### config.mk
export PLATFORM = sky130hd
export DESIGN_NAME = spirv_storage_image_format_patcher_flat
export DESIGN_NICKNAME = d
export VERILOG_FILES = /design/src/hw/rtl/ssifp_pkg.sv /design/src/hw/rtl/ssifp_if.sv /design/src/hw/rtl/spirv_storage_image_format_patcher.sv /design/src/flat_wrapper.sv
export SDC_FILE = /design/constraint.sdc
export NUM_CORES = 1
export LEC_CHECK = 0
export BUFFER_PORTS_ARGS = -buffer_cell sky130_fd_sc_hd__buf_2
export CAP_MARGIN = 10
export CORE_MARGIN = 4
export CORE_UTILIZATION = 45
export DETAILED_ROUTE_END_ITERATION = 6
export PLACE_DENSITY = 0.66
export SYNTH_ARGS = -nofsm -noshare
export SYNTH_HDL_FRONTEND = slang
export SYNTH_SLANG_ARGS = --single-unit
### constraint.sdc
create_clock -name clk_i -period 7.58 [get_ports clk_i]
set_clock_uncertainty 0.15 [all_clocks]
set_input_delay 1.516 -clock clk_i [delete_from_list [all_inputs] [get_ports clk_i]]
set_output_delay 1.516 -clock clk_i [all_outputs]
set_load 0.005 [all_outputs]
### src/hw/rtl/ssifp_pkg.sv
// Package: constants and types for the storage image format patcher.
package ssifp_pkg;

  localparam logic [31:0] MAGIC_WORD          = 32'h0723_0203;
  localparam logic [15:0] OP_CAPABILITY       = 16'd17;
  localparam logic [15:0] OP_TYPE_IMAGE       = 16'd25;
  localparam logic [31:0] CAP_SHADER          = 32'd1;
  localparam logic [31:0] CAP_EXT_FORMATS     = 32'd49;
  localparam logic [31:0] CAP_WRITE_NO_FORMAT = 32'd56;
  localparam logic [31:0] FMT_R8_SNORM        = 32'd20;
  localparam logic [31:0] DIM_STORAGE         = 32'd2;

  localparam logic [2:0] HEADER_WORDS    = 3'd5;
  localparam logic [3:0] OFFSET_MAX      = 4'd9;
  localparam logic [3:0] OFFSET_CAP      = 4'd1;
  localparam logic [3:0] OFFSET_SAMPLED  = 4'd7;
  localparam logic [3:0] OFFSET_FORMAT   = 4'd8;

  localparam int unsigned WORD_W   = 32;
  localparam int unsigned STATUS_W = 3;

  typedef enum logic [STATUS_W-1:0] {
    StOk       = 3'd0,
    StShort    = 3'd1,
    StBadMagic = 3'd2,
    StBadLen   = 3'd3,
    StNoImage  = 3'd4,
    StNoCap    = 3'd5
  } status_e;

endpackage

### src/hw/rtl/ssifp_if.sv
// Interfaces: word input, patched word output and format register write channels.
interface ssifp_in_if import ssifp_pkg::*; ();
  logic              valid;
  logic              ready;
  logic [WORD_W-1:0] word;
  logic              last;

  modport source (output valid, output word, output last, input ready);
  modport sink (input valid, input word, input last, output ready);
endinterface

interface ssifp_out_if import ssifp_pkg::*; ();
  logic                valid;
  logic                ready;
  logic [WORD_W-1:0]   word_out;
  logic                last_out;
  logic [STATUS_W-1:0] status;

  modport source (output valid, output word_out, output last_out, output status, input ready);
  modport sink (input valid, input word_out, input last_out, input status, output ready);
endinterface

interface ssifp_cfg_if import ssifp_pkg::*; ();
  logic              valid;
  logic              ready;
  logic [WORD_W-1:0] image_format;

  modport source (output valid, output image_format, input ready);
  modport sink (input valid, input image_format, output ready);
endinterface

### src/hw/rtl/spirv_storage_image_format_patcher.sv
// Top level: SPIR-V word stream patcher for storage image formats.
//
//  channel | dir | payload                     | transfer when
//  in_i    | in  | word[31:0], last            | in_i.valid & in_i.ready
//  out_o   | out | word_out[31:0], last_out,   | out_o.valid & out_o.ready
//          |     | status[2:0]                 |
//  cfg_i   | in  | image_format[31:0]          | cfg_i.valid (ready tied high)
//
//  One word per cycle while out_o is not stalled; each accepted word is written into the output register.
//  Throughput is set by the single output register: in_i.ready is high when it is
//  empty or being drained in the same cycle.
//  Reset clears stream state, the format register and the output valid.
//  A stall on out_o holds the result and blocks new input transfers.
module spirv_storage_image_format_patcher import ssifp_pkg::*; (
  input  logic        clk_i,
  input  logic        rst_ni,
  ssifp_in_if.sink    in_i,
  ssifp_out_if.source out_o,
  ssifp_cfg_if.sink   cfg_i
);

  logic [WORD_W-1:0] fmt_q;

  logic [2:0]  hc_q, hc_d;
  logic [15:0] wl_q, wl_d;
  logic [3:0]  wo_q, wo_d;
  logic        in_cap_q, in_cap_d;
  logic        in_img_q, in_img_d;
  logic        storage_q, storage_d;
  logic        patched_q, patched_d;
  logic        cap_ok_q, cap_ok_d;
  status_e     err_q, err_d;

  logic              out_valid_q;
  logic [WORD_W-1:0] out_word_q;
  logic              out_last_q;
  status_e           out_status_q;

  logic              in_fire;
  logic [WORD_W-1:0] word_d;
  status_e           status_d;
  logic [15:0]       count;

  assign cfg_i.ready = 1'b1;
  assign in_i.ready  = !out_valid_q || out_o.ready;
  assign in_fire     = in_i.valid && in_i.ready;
  assign count       = in_i.word[31:16];

  always_comb begin
    hc_d      = hc_q;
    wl_d      = wl_q;
    wo_d      = wo_q;
    in_cap_d  = in_cap_q;
    in_img_d  = in_img_q;
    storage_d = storage_q;
    patched_d = patched_q;
    cap_ok_d  = cap_ok_q;
    err_d     = err_q;
    word_d    = in_i.word;

    if (hc_q < HEADER_WORDS) begin
      if (hc_q == 3'd0 && in_i.word != MAGIC_WORD) begin
        err_d = StBadMagic;
      end
      hc_d = hc_q + 3'd1;
    end else if (err_q != StOk) begin
      // stream is dead: pass through
    end else if (wl_q == 16'd0) begin
      if (count == 16'd0) begin
        err_d = StBadLen;
      end else begin
        wl_d      = count - 16'd1;
        wo_d      = 4'd0;
        in_cap_d  = (in_i.word[15:0] == OP_CAPABILITY);
        in_img_d  = (in_i.word[15:0] == OP_TYPE_IMAGE);
        storage_d = 1'b0;
      end
    end else begin
      wo_d = (wo_q < OFFSET_MAX) ? wo_q + 4'd1 : wo_q;
      wl_d = wl_q - 16'd1;
      if (in_cap_q && wo_d == OFFSET_CAP) begin
        if (in_i.word == CAP_EXT_FORMATS) begin
          cap_ok_d = 1'b1;
        end
        if (in_i.word == CAP_WRITE_NO_FORMAT) begin
          if (fmt_q == FMT_R8_SNORM) begin
            word_d   = CAP_EXT_FORMATS;
            cap_ok_d = 1'b1;
          end else begin
            word_d = CAP_SHADER;
          end
        end
      end
      if (in_img_q) begin
        if (wo_d == OFFSET_SAMPLED) begin
          storage_d = (in_i.word == DIM_STORAGE);
        end else if (wo_d == OFFSET_FORMAT && storage_q) begin
          word_d    = fmt_q;
          patched_d = 1'b1;
        end
      end
    end

    status_d = err_d;
    if (in_i.last) begin
      if (hc_d < HEADER_WORDS) begin
        status_d = StShort;
      end else if (err_d != StOk) begin
        status_d = err_d;
      end else if (wl_d != 16'd0) begin
        status_d = StBadLen;
      end else if (!patched_d) begin
        status_d = StNoImage;
      end else if (!cap_ok_d && fmt_q == FMT_R8_SNORM) begin
        status_d = StNoCap;
      end else begin
        status_d = StOk;
      end
      // end of module: clear stream state
      hc_d      = 3'd0;
      wl_d      = 16'd0;
      wo_d      = 4'd0;
      in_cap_d  = 1'b0;
      in_img_d  = 1'b0;
      storage_d = 1'b0;
      patched_d = 1'b0;
      cap_ok_d  = 1'b0;
      err_d     = StOk;
    end
  end

  always_ff @(posedge clk_i or negedge rst_ni) begin
    if (!rst_ni) begin
      fmt_q       <= '0;
      hc_q        <= 3'd0;
      wl_q        <= 16'd0;
      wo_q        <= 4'd0;
      in_cap_q    <= 1'b0;
      in_img_q    <= 1'b0;
      storage_q   <= 1'b0;
      patched_q   <= 1'b0;
      cap_ok_q    <= 1'b0;
      err_q       <= StOk;
      out_valid_q <= 1'b0;
    end else begin
      if (cfg_i.valid) begin
        fmt_q <= cfg_i.image_format;
      end
      if (in_fire) begin
        hc_q      <= hc_d;
        wl_q      <= wl_d;
        wo_q      <= wo_d;
        in_cap_q  <= in_cap_d;
        in_img_q  <= in_img_d;
        storage_q <= storage_d;
        patched_q <= patched_d;
        cap_ok_q  <= cap_ok_d;
        err_q     <= err_d;
      end
      if (in_fire) begin
        out_valid_q <= 1'b1;
      end else if (out_o.ready) begin
        out_valid_q <= 1'b0;
      end
    end
  end

  always_ff @(posedge clk_i) begin
    if (in_fire) begin
      out_word_q   <= word_d;
      out_last_q   <= in_i.last;
      out_status_q <= status_d;
    end
  end

  assign out_o.valid    = out_valid_q;
  assign out_o.word_out = out_word_q;
  assign out_o.last_out = out_last_q;
  assign out_o.status   = out_status_q;

  a_no_accept_on_stall: assert property (@(posedge clk_i) disable iff (!rst_ni)
    out_valid_q && !out_o.ready |-> !in_fire)
    else $error("input accepted while result stalled");

  a_clear_after_last: assert property (@(posedge clk_i) disable iff (!rst_ni)
    in_fire && in_i.last |=> hc_q == 3'd0 && err_q == StOk && wl_q == 16'd0)
    else $error("stream state not cleared after last word");

  a_sticky_codes: assert property (@(posedge clk_i) disable iff (!rst_ni)
    err_q == StOk || err_q == StBadMagic || err_q == StBadLen)
    else $error("sticky error holds an end-only code");

  a_counter_range: assert property (@(posedge clk_i) disable iff (!rst_ni)
    hc_q <= HEADER_WORDS && wo_q <= OFFSET_MAX)
    else $error("header or offset counter out of range");

  a_err_stops_tracking: assert property (@(posedge clk_i) disable iff (!rst_ni)
    in_fire && !in_i.last && err_q != StOk && hc_q == HEADER_WORDS |=> $stable(wl_q))
    else $error("instruction tracking moved after an error");

endmodule

### src/flat_wrapper.sv
// flat-port wrapper written by rule: the top's interface ports become plain ports
module spirv_storage_image_format_patcher_flat import ssifp_pkg::*;
  (clk_i, rst_ni, in_i_valid, in_i_word, in_i_last, in_i_ready, out_o_valid, out_o_word_out, out_o_last_out, out_o_status, out_o_ready, cfg_i_valid, cfg_i_image_format, cfg_i_ready);
  ssifp_in_if in_i_i ();
  ssifp_out_if out_o_i ();
  ssifp_cfg_if cfg_i_i ();
  input  logic clk_i;
  input  logic rst_ni;
  input wire logic [$bits(in_i_i.valid)-1:0] in_i_valid;
  input wire logic [$bits(in_i_i.word)-1:0] in_i_word;
  input wire logic [$bits(in_i_i.last)-1:0] in_i_last;
  output wire logic [$bits(in_i_i.ready)-1:0] in_i_ready;
  output wire logic [$bits(out_o_i.valid)-1:0] out_o_valid;
  output wire logic [$bits(out_o_i.word_out)-1:0] out_o_word_out;
  output wire logic [$bits(out_o_i.last_out)-1:0] out_o_last_out;
  output wire logic [$bits(out_o_i.status)-1:0] out_o_status;
  input wire logic [$bits(out_o_i.ready)-1:0] out_o_ready;
  input wire logic [$bits(cfg_i_i.valid)-1:0] cfg_i_valid;
  input wire logic [$bits(cfg_i_i.image_format)-1:0] cfg_i_image_format;
  output wire logic [$bits(cfg_i_i.ready)-1:0] cfg_i_ready;
  assign in_i_i.valid = in_i_valid;
  assign in_i_i.word = in_i_word;
  assign in_i_i.last = in_i_last;
  assign in_i_ready = in_i_i.ready;
  assign out_o_valid = out_o_i.valid;
  assign out_o_word_out = out_o_i.word_out;
  assign out_o_last_out = out_o_i.last_out;
  assign out_o_status = out_o_i.status;
  assign out_o_i.ready = out_o_ready;
  assign cfg_i_i.valid = cfg_i_valid;
  assign cfg_i_i.image_format = cfg_i_image_format;
  assign cfg_i_ready = cfg_i_i.ready;
  spirv_storage_image_format_patcher u_core (.clk_i(clk_i), .rst_ni(rst_ni), .in_i(in_i_i), .out_o(out_o_i), .cfg_i(cfg_i_i));
endmodule
# Word level (Yosys, flattened, before mapping)
# Cells that the tools add are included.
dict set report totals {
  reg_bits 100
  in_bits 70
}
dict set report classes {
  addsub 4
  magnitude_cmp 3
  n_eq_ne 14
  mux 68
  reduce_logical 21
}
# cell count
set op_table {}
lappend op_table {{32-bit two-way mux} 8}
lappend op_table {{16-bit two-way mux} 5}
lappend op_table {{32-bit by 6-bit equality test with 1-bit output (second input constant)} 2}
lappend op_table {{3-bit two-way mux} 14}
lappend op_table {{1-bit two-way mux} 34}
lappend op_table {{16-bit by 5-bit equality test with 1-bit output (second input constant)} 2}
lappend op_table {{32-bit by 2-bit equality test with 1-bit output (second input constant)} 1}
lappend op_table {{32-bit by 5-bit equality test with 1-bit output (second input constant)} 1}
lappend op_table {{16-bit zero test} 2}
lappend op_table {{32-bit by 27-bit != test with 1-bit output (second input constant)} 1}
lappend op_table {{16-bit by 1-bit subtractor with 16-bit output (second input constant)} 2}
lappend op_table {{4-bit two-way mux} 6}
lappend op_table {{16-bit nonzero test} 1}
lappend op_table {{3-bit nonzero test} 4}
lappend op_table {{3-bit < comparator (second input constant)} 2}
lappend op_table {{6-bit two-way mux} 1}
lappend op_table {{2-bit != test (second input constant)} 3}
lappend op_table {{6-bit AND reduction} 1}
lappend op_table {{1-bit logical AND} 5}
lappend op_table {{5-bit AND reduction} 1}
lappend op_table {{4-bit by 1-bit adder with 4-bit output (second input constant)} 1}
lappend op_table {{4-bit by 1-bit equality test with 1-bit output (second input constant)} 1}
lappend op_table {{4-bit by 3-bit equality test with 1-bit output (second input constant)} 1}
lappend op_table {{4-bit equality test (second input constant)} 1}
lappend op_table {{other kinds (8)} 10}

# Logic depth before layout (Yosys ltp)
dict set report depth {
  ltp_word 16
  depth_mapped 11
}

# Worst setup path after synthesis
# No wires, ideal clock.
dict set report synth_timing {
  kind {input to register}
  startpoint {input port in_i_word[16]}
  endpoint {register u_core.out_status_q[0] (netlist: u_core.out_o.status[0]), data pin}
  setup_time_ns 0.263
  arrival_time_ns 3.888
  required_time_ns 7.167
  setup_slack_ns 3.280
  stages 10
  cell_sequence {inv_1 ha_1 or4b_2 nor4_4 a21oi_1 nor2_1 nor2_8 or4_1 nor2_2 a21oi_1}
}
dict set report synth_via {
  elab_chain_len 16
  elab_cells_between_ends 32
  cone_classes {add/sub: 1; eq/ne: 3; mux: 22; reduce/logical: 6}
}
# item line_no
set synth_lines {}
lappend synth_lines {{from (decl)} flat_wrapper.sv:10} ;# input wire logic [$bits(in_i_i.word)-1:0] in_i_word;
lappend synth_lines {{32-bit by 6-bit equality test with 1-bit output} spirv_storage_image_format_patcher.sv:82} ;# if (in_i.word == CAP_EXT_FORMATS) begin
lappend synth_lines {{1-bit two-way mux} spirv_storage_image_format_patcher.sv:82}
lappend synth_lines {{1-bit two-way mux} spirv_storage_image_format_patcher.sv:86} ;# if (fmt_q == FMT_R8_SNORM) begin
lappend synth_lines {{1-bit two-way mux} spirv_storage_image_format_patcher.sv:85} ;# if (in_i.word == CAP_WRITE_NO_FORMAT) begin
lappend synth_lines {{1-bit two-way mux} spirv_storage_image_format_patcher.sv:81} ;# if (in_cap_q && wo_d == OFFSET_CAP) begin
lappend synth_lines {{1-bit two-way mux} spirv_storage_image_format_patcher.sv:68} ;# end else if (wl_q == 16'd0) begin
lappend synth_lines {{1-bit two-way mux} spirv_storage_image_format_patcher.sv:66} ;# end else if (err_q != StOk) begin
lappend synth_lines {{1-bit two-way mux} spirv_storage_image_format_patcher.sv:61} ;# if (hc_q < HEADER_WORDS) begin
lappend synth_lines {{1-bit zero test} spirv_storage_image_format_patcher.sv:114} ;# end else if (!cap_ok_d && fmt_q == FMT_R8_SNORM) begin
lappend synth_lines {{1-bit logical AND} spirv_storage_image_format_patcher.sv:114}
lappend synth_lines {{3-bit two-way mux} spirv_storage_image_format_patcher.sv:114}
lappend synth_lines {{3-bit two-way mux} spirv_storage_image_format_patcher.sv:112} ;# end else if (!patched_d) begin
lappend synth_lines {{3-bit two-way mux} spirv_storage_image_format_patcher.sv:110} ;# end else if (wl_d != 16'd0) begin
lappend synth_lines {{3-bit two-way mux} spirv_storage_image_format_patcher.sv:108} ;# end else if (err_d != StOk) begin
lappend synth_lines {{3-bit two-way mux} spirv_storage_image_format_patcher.sv:106} ;# if (hc_d < HEADER_WORDS) begin
lappend synth_lines {{3-bit two-way mux *} spirv_storage_image_format_patcher.sv:105} ;# if (in_i.last) begin
lappend synth_lines {{net u_core.status_d[0]} spirv_storage_image_format_patcher.sv:41} ;# status_e status_d;
lappend synth_lines {{to (signal assigned)} spirv_storage_image_format_patcher.sv:172} ;# out_status_q <= status_d;
lappend synth_lines {{to (decl)} spirv_storage_image_format_patcher.sv:37} ;# status_e out_status_q;
# Mark *: on every way through the listed nets, which the timed path passes. The rest lies on a longest branch.
# A chain may end at the register's enable or synchronous reset.

# Final worst setup path
# Ends and elaborated chain as after synthesis.

==> metrics.txt <==
status completed; cts bufs inserted 9; Pre-antenna DRT Iters 5; Synth Cell Area 0.005565 mm^2; EDFF count, synth 36; Sinks on Clock Net 100; top cells by area, synth dfrtp_1, edfxtp_1, mux2_2; initial core utilization 0.4614; Slew @ Worst Pin 0.9632 ns; first-pass GRT wire length 24890 um; setup violators final 0; GR Util All Layers 0.2201; via count 4729; most frequent cell after synthesis dfrtp_1; CTS max path bufs 2; Setup WS post-layout 3.097 ns; crit end category flop; Slew Viols, Final 0; sequential power share 0.348; Hold/Removal Path Class flop to flop; Clk pwr share 0.285; Netlist cell types 71; pwr/cell area 301.6 mW/mm^2; RSZ-0062 raised after global routing false; drt via density 5.963; GPL Wtd Cong 0.9110; Die Span Y 119.2 um; post-synth net total 594; Post-synth top flop dfrtp_1; vias in the first global route 4747; Worst-path clk slew 0.07 ns; DRC Markers 0; Clock Latency Late Sink 0.36 ns; Port Buf Inserts 107; Pleak 0.002780 uW; Die X-Extent 119.2 um; Gate Count Post-Synth 517; antenna cell count 0; maxcap violations 0; top cells by count, synth dfrtp_1, mux2_2, edfxtp_1, nor2_1, nand2_1; internal power 1265 uW; drt total wl 15490 um; # rows 40; final period utilization 0.5915; root buffer cell clkbuf_16; # fillers 1066; register bit total from synthesis 100; switching pwr 734.3 uW; I/O pins 109; Critical Path Fanout Max 7; CTS resizes 0; Core Region 0.01206 mm^2; Synth top area share 0.2878; sw frac 0.3672; H-tree levels 3; CTS tree built; cell taking the most area after synthesis dfrtp_1; mean post-synth cell area 10.76 um^2; final core occ 0.5498; fin crit period 4.483 ns; total negative slack 0 ns; VDD IR max 0.1833 mV; area grow syn2layout 19.15%; postcts setup bufs 0; synth warn 0; Slew HR 0.3563; WP data arrival 4.43 ns; antenna viol nets, final 0; largest net degree at the start of global routing 65; critical path launch point type input port; fmax 223.1 MHz; initial antenna violation count 0; dpl ws 2.733 ns; Hold Violations, Final 0; wire per inst 19.54 um; hold_buf cts 0; Nets 697; layout cells sized above 1 0.3296; Post-synth ARST share 0.6400; Logic pwr share 0.367; register area share after synthesis 0.4820; dpl hpwl 11310 um; die area 0.01421 mm^2; GRT overflow 0; Worst Path Required 7.53 ns; Setup CP Type input port to flop; Initial DRC Count 381
worst max-delay path, stage by stage:
cell and delay, ns:
buf_2 0.14, inv_1 0.06, ha_1 0.23, or4b_2 0.67, nor4_4 0.40, a21oi_1 0.25, nor2_1 0.33, nor2_8 0.03
or4_1 0.51, nor2_2 0.18, a21oi_1 0.10
logic make-up after synthesis:
family	share of synthesized area
DFF	0.4820
xor gates and xnor gates	0.02046
muxes	0.1228
and+or+nand+nor	0.1996
buffers and inverters	0.02945
other	0.0006738
AOI/OAI and AO/OA	0.1293
adders and majority gates	0.01574
power by group through the flow:
stage / clock [uW] / combinational, uW / sequential (uW)
after global placement: 0 / 715 / 703
after CTS: 581 / 725 / 694
after floorplan: 0 / 536 / 679
after detailed placement: 0 / 721 / 703
final: 570 / 735 / 695
after global routing: 601 / 803 / 704
cells in the final DEF, fill, tap and decap left out, drive strengths merged, types with 8 or more instances in the layout:
master	netlist	final
dfrtp	64	64
nand4	12	12
or3	13	13
a21oi	25	25
nor2	37	37
nor4	26	26
buf	9	111
nor3	20	20
nand2	33	33
o21ai	16	16
a22o	12	12
xor2	8	8
mux2	58	58
clkbuf	10	9
nand3	10	10
edfxtp	36	36
inv	20	22
sequential cells by signal (all words and copies together), names as in the netlist, 3 cells and up:
| signal | flops |
|---|---|
| u_core.wl_q | 16 |
| u_core.out_o.word_out | 32 |
| u_core.out_o.status | 3 |
| u_core.hc_q | 3 |
| u_core.err_q | 3 |
| u_core.fmt_q | 32 |
| u_core.wo_q | 4 |
through the flow:
stage / hold WS [ns] / instance area, um^2 / std cells / power (uW)
2_1_floorplan: 0.2939 / 5565 / 517 / 1215
3_3_place_gp: 0.3126 / 6261 / 777 / 1418
3_5_place_dp: 0.3254 / 6261 / 777 / 1424
4_1_cts: 0.3417 / 6631 / 793 / 1999
5_1_grt: 0.3481 / 6631 / 793 / 2108
6_report: 0.3444 / 6631 / 793 / 2000
worst paths after layout:
| path | from | endpoint | slack (ns) | cells past startpoint |
|---|---|---|---|---|
| worst min register to register | u_core.storage_q | u_core.storage_q | 0.34 | 1 |
| worst min-delay path | u_core.storage_q | u_core.storage_q | 0.34 | 1 |
| worst max register to register | u_core.wl_q[13] | u_core.out_o.status[0] | 3.78 | 8 |
| max in group asynchronous | rst_ni | u_core.wl_q[14] | 5.51 | 2 |
| worst max-delay path | in_i_word[16] | u_core.out_o.status[0] | 3.10 | 11 |
| min in group asynchronous | rst_ni | u_core.fmt_q[1] | 1.20 | 2 |
per-layer routing:
| metal | wire [um] | up-vias | track usage |
|---|---|---|---|
| met5 | 0 | - | 0 |
| li1 | - | 2200 | - |
| met2 | 7303 | 176 | 0.3561 |
| met4 | 213 | 0 | 0.06227 |
| met1 | 7006 | 2333 | 0.2872 |
| met3 | 969 | 20 | 0.06553 |
area by class of cell:
cell class	count	area, um^2	share of cell area
Sequential cell	100	2683	0.4045
Multi-Input combinational cell	378	2728	0.4113
Inverter	20	75.07	0.01132
Clock buffer	9	225.2	0.03396
Tap cell	168	210.2	0.03170
Clock inverter	7	145.1	0.02189
Timing Repair Buffer	111	565.5	0.08528
Note: power is estimated with default switching activity, not from simulation.
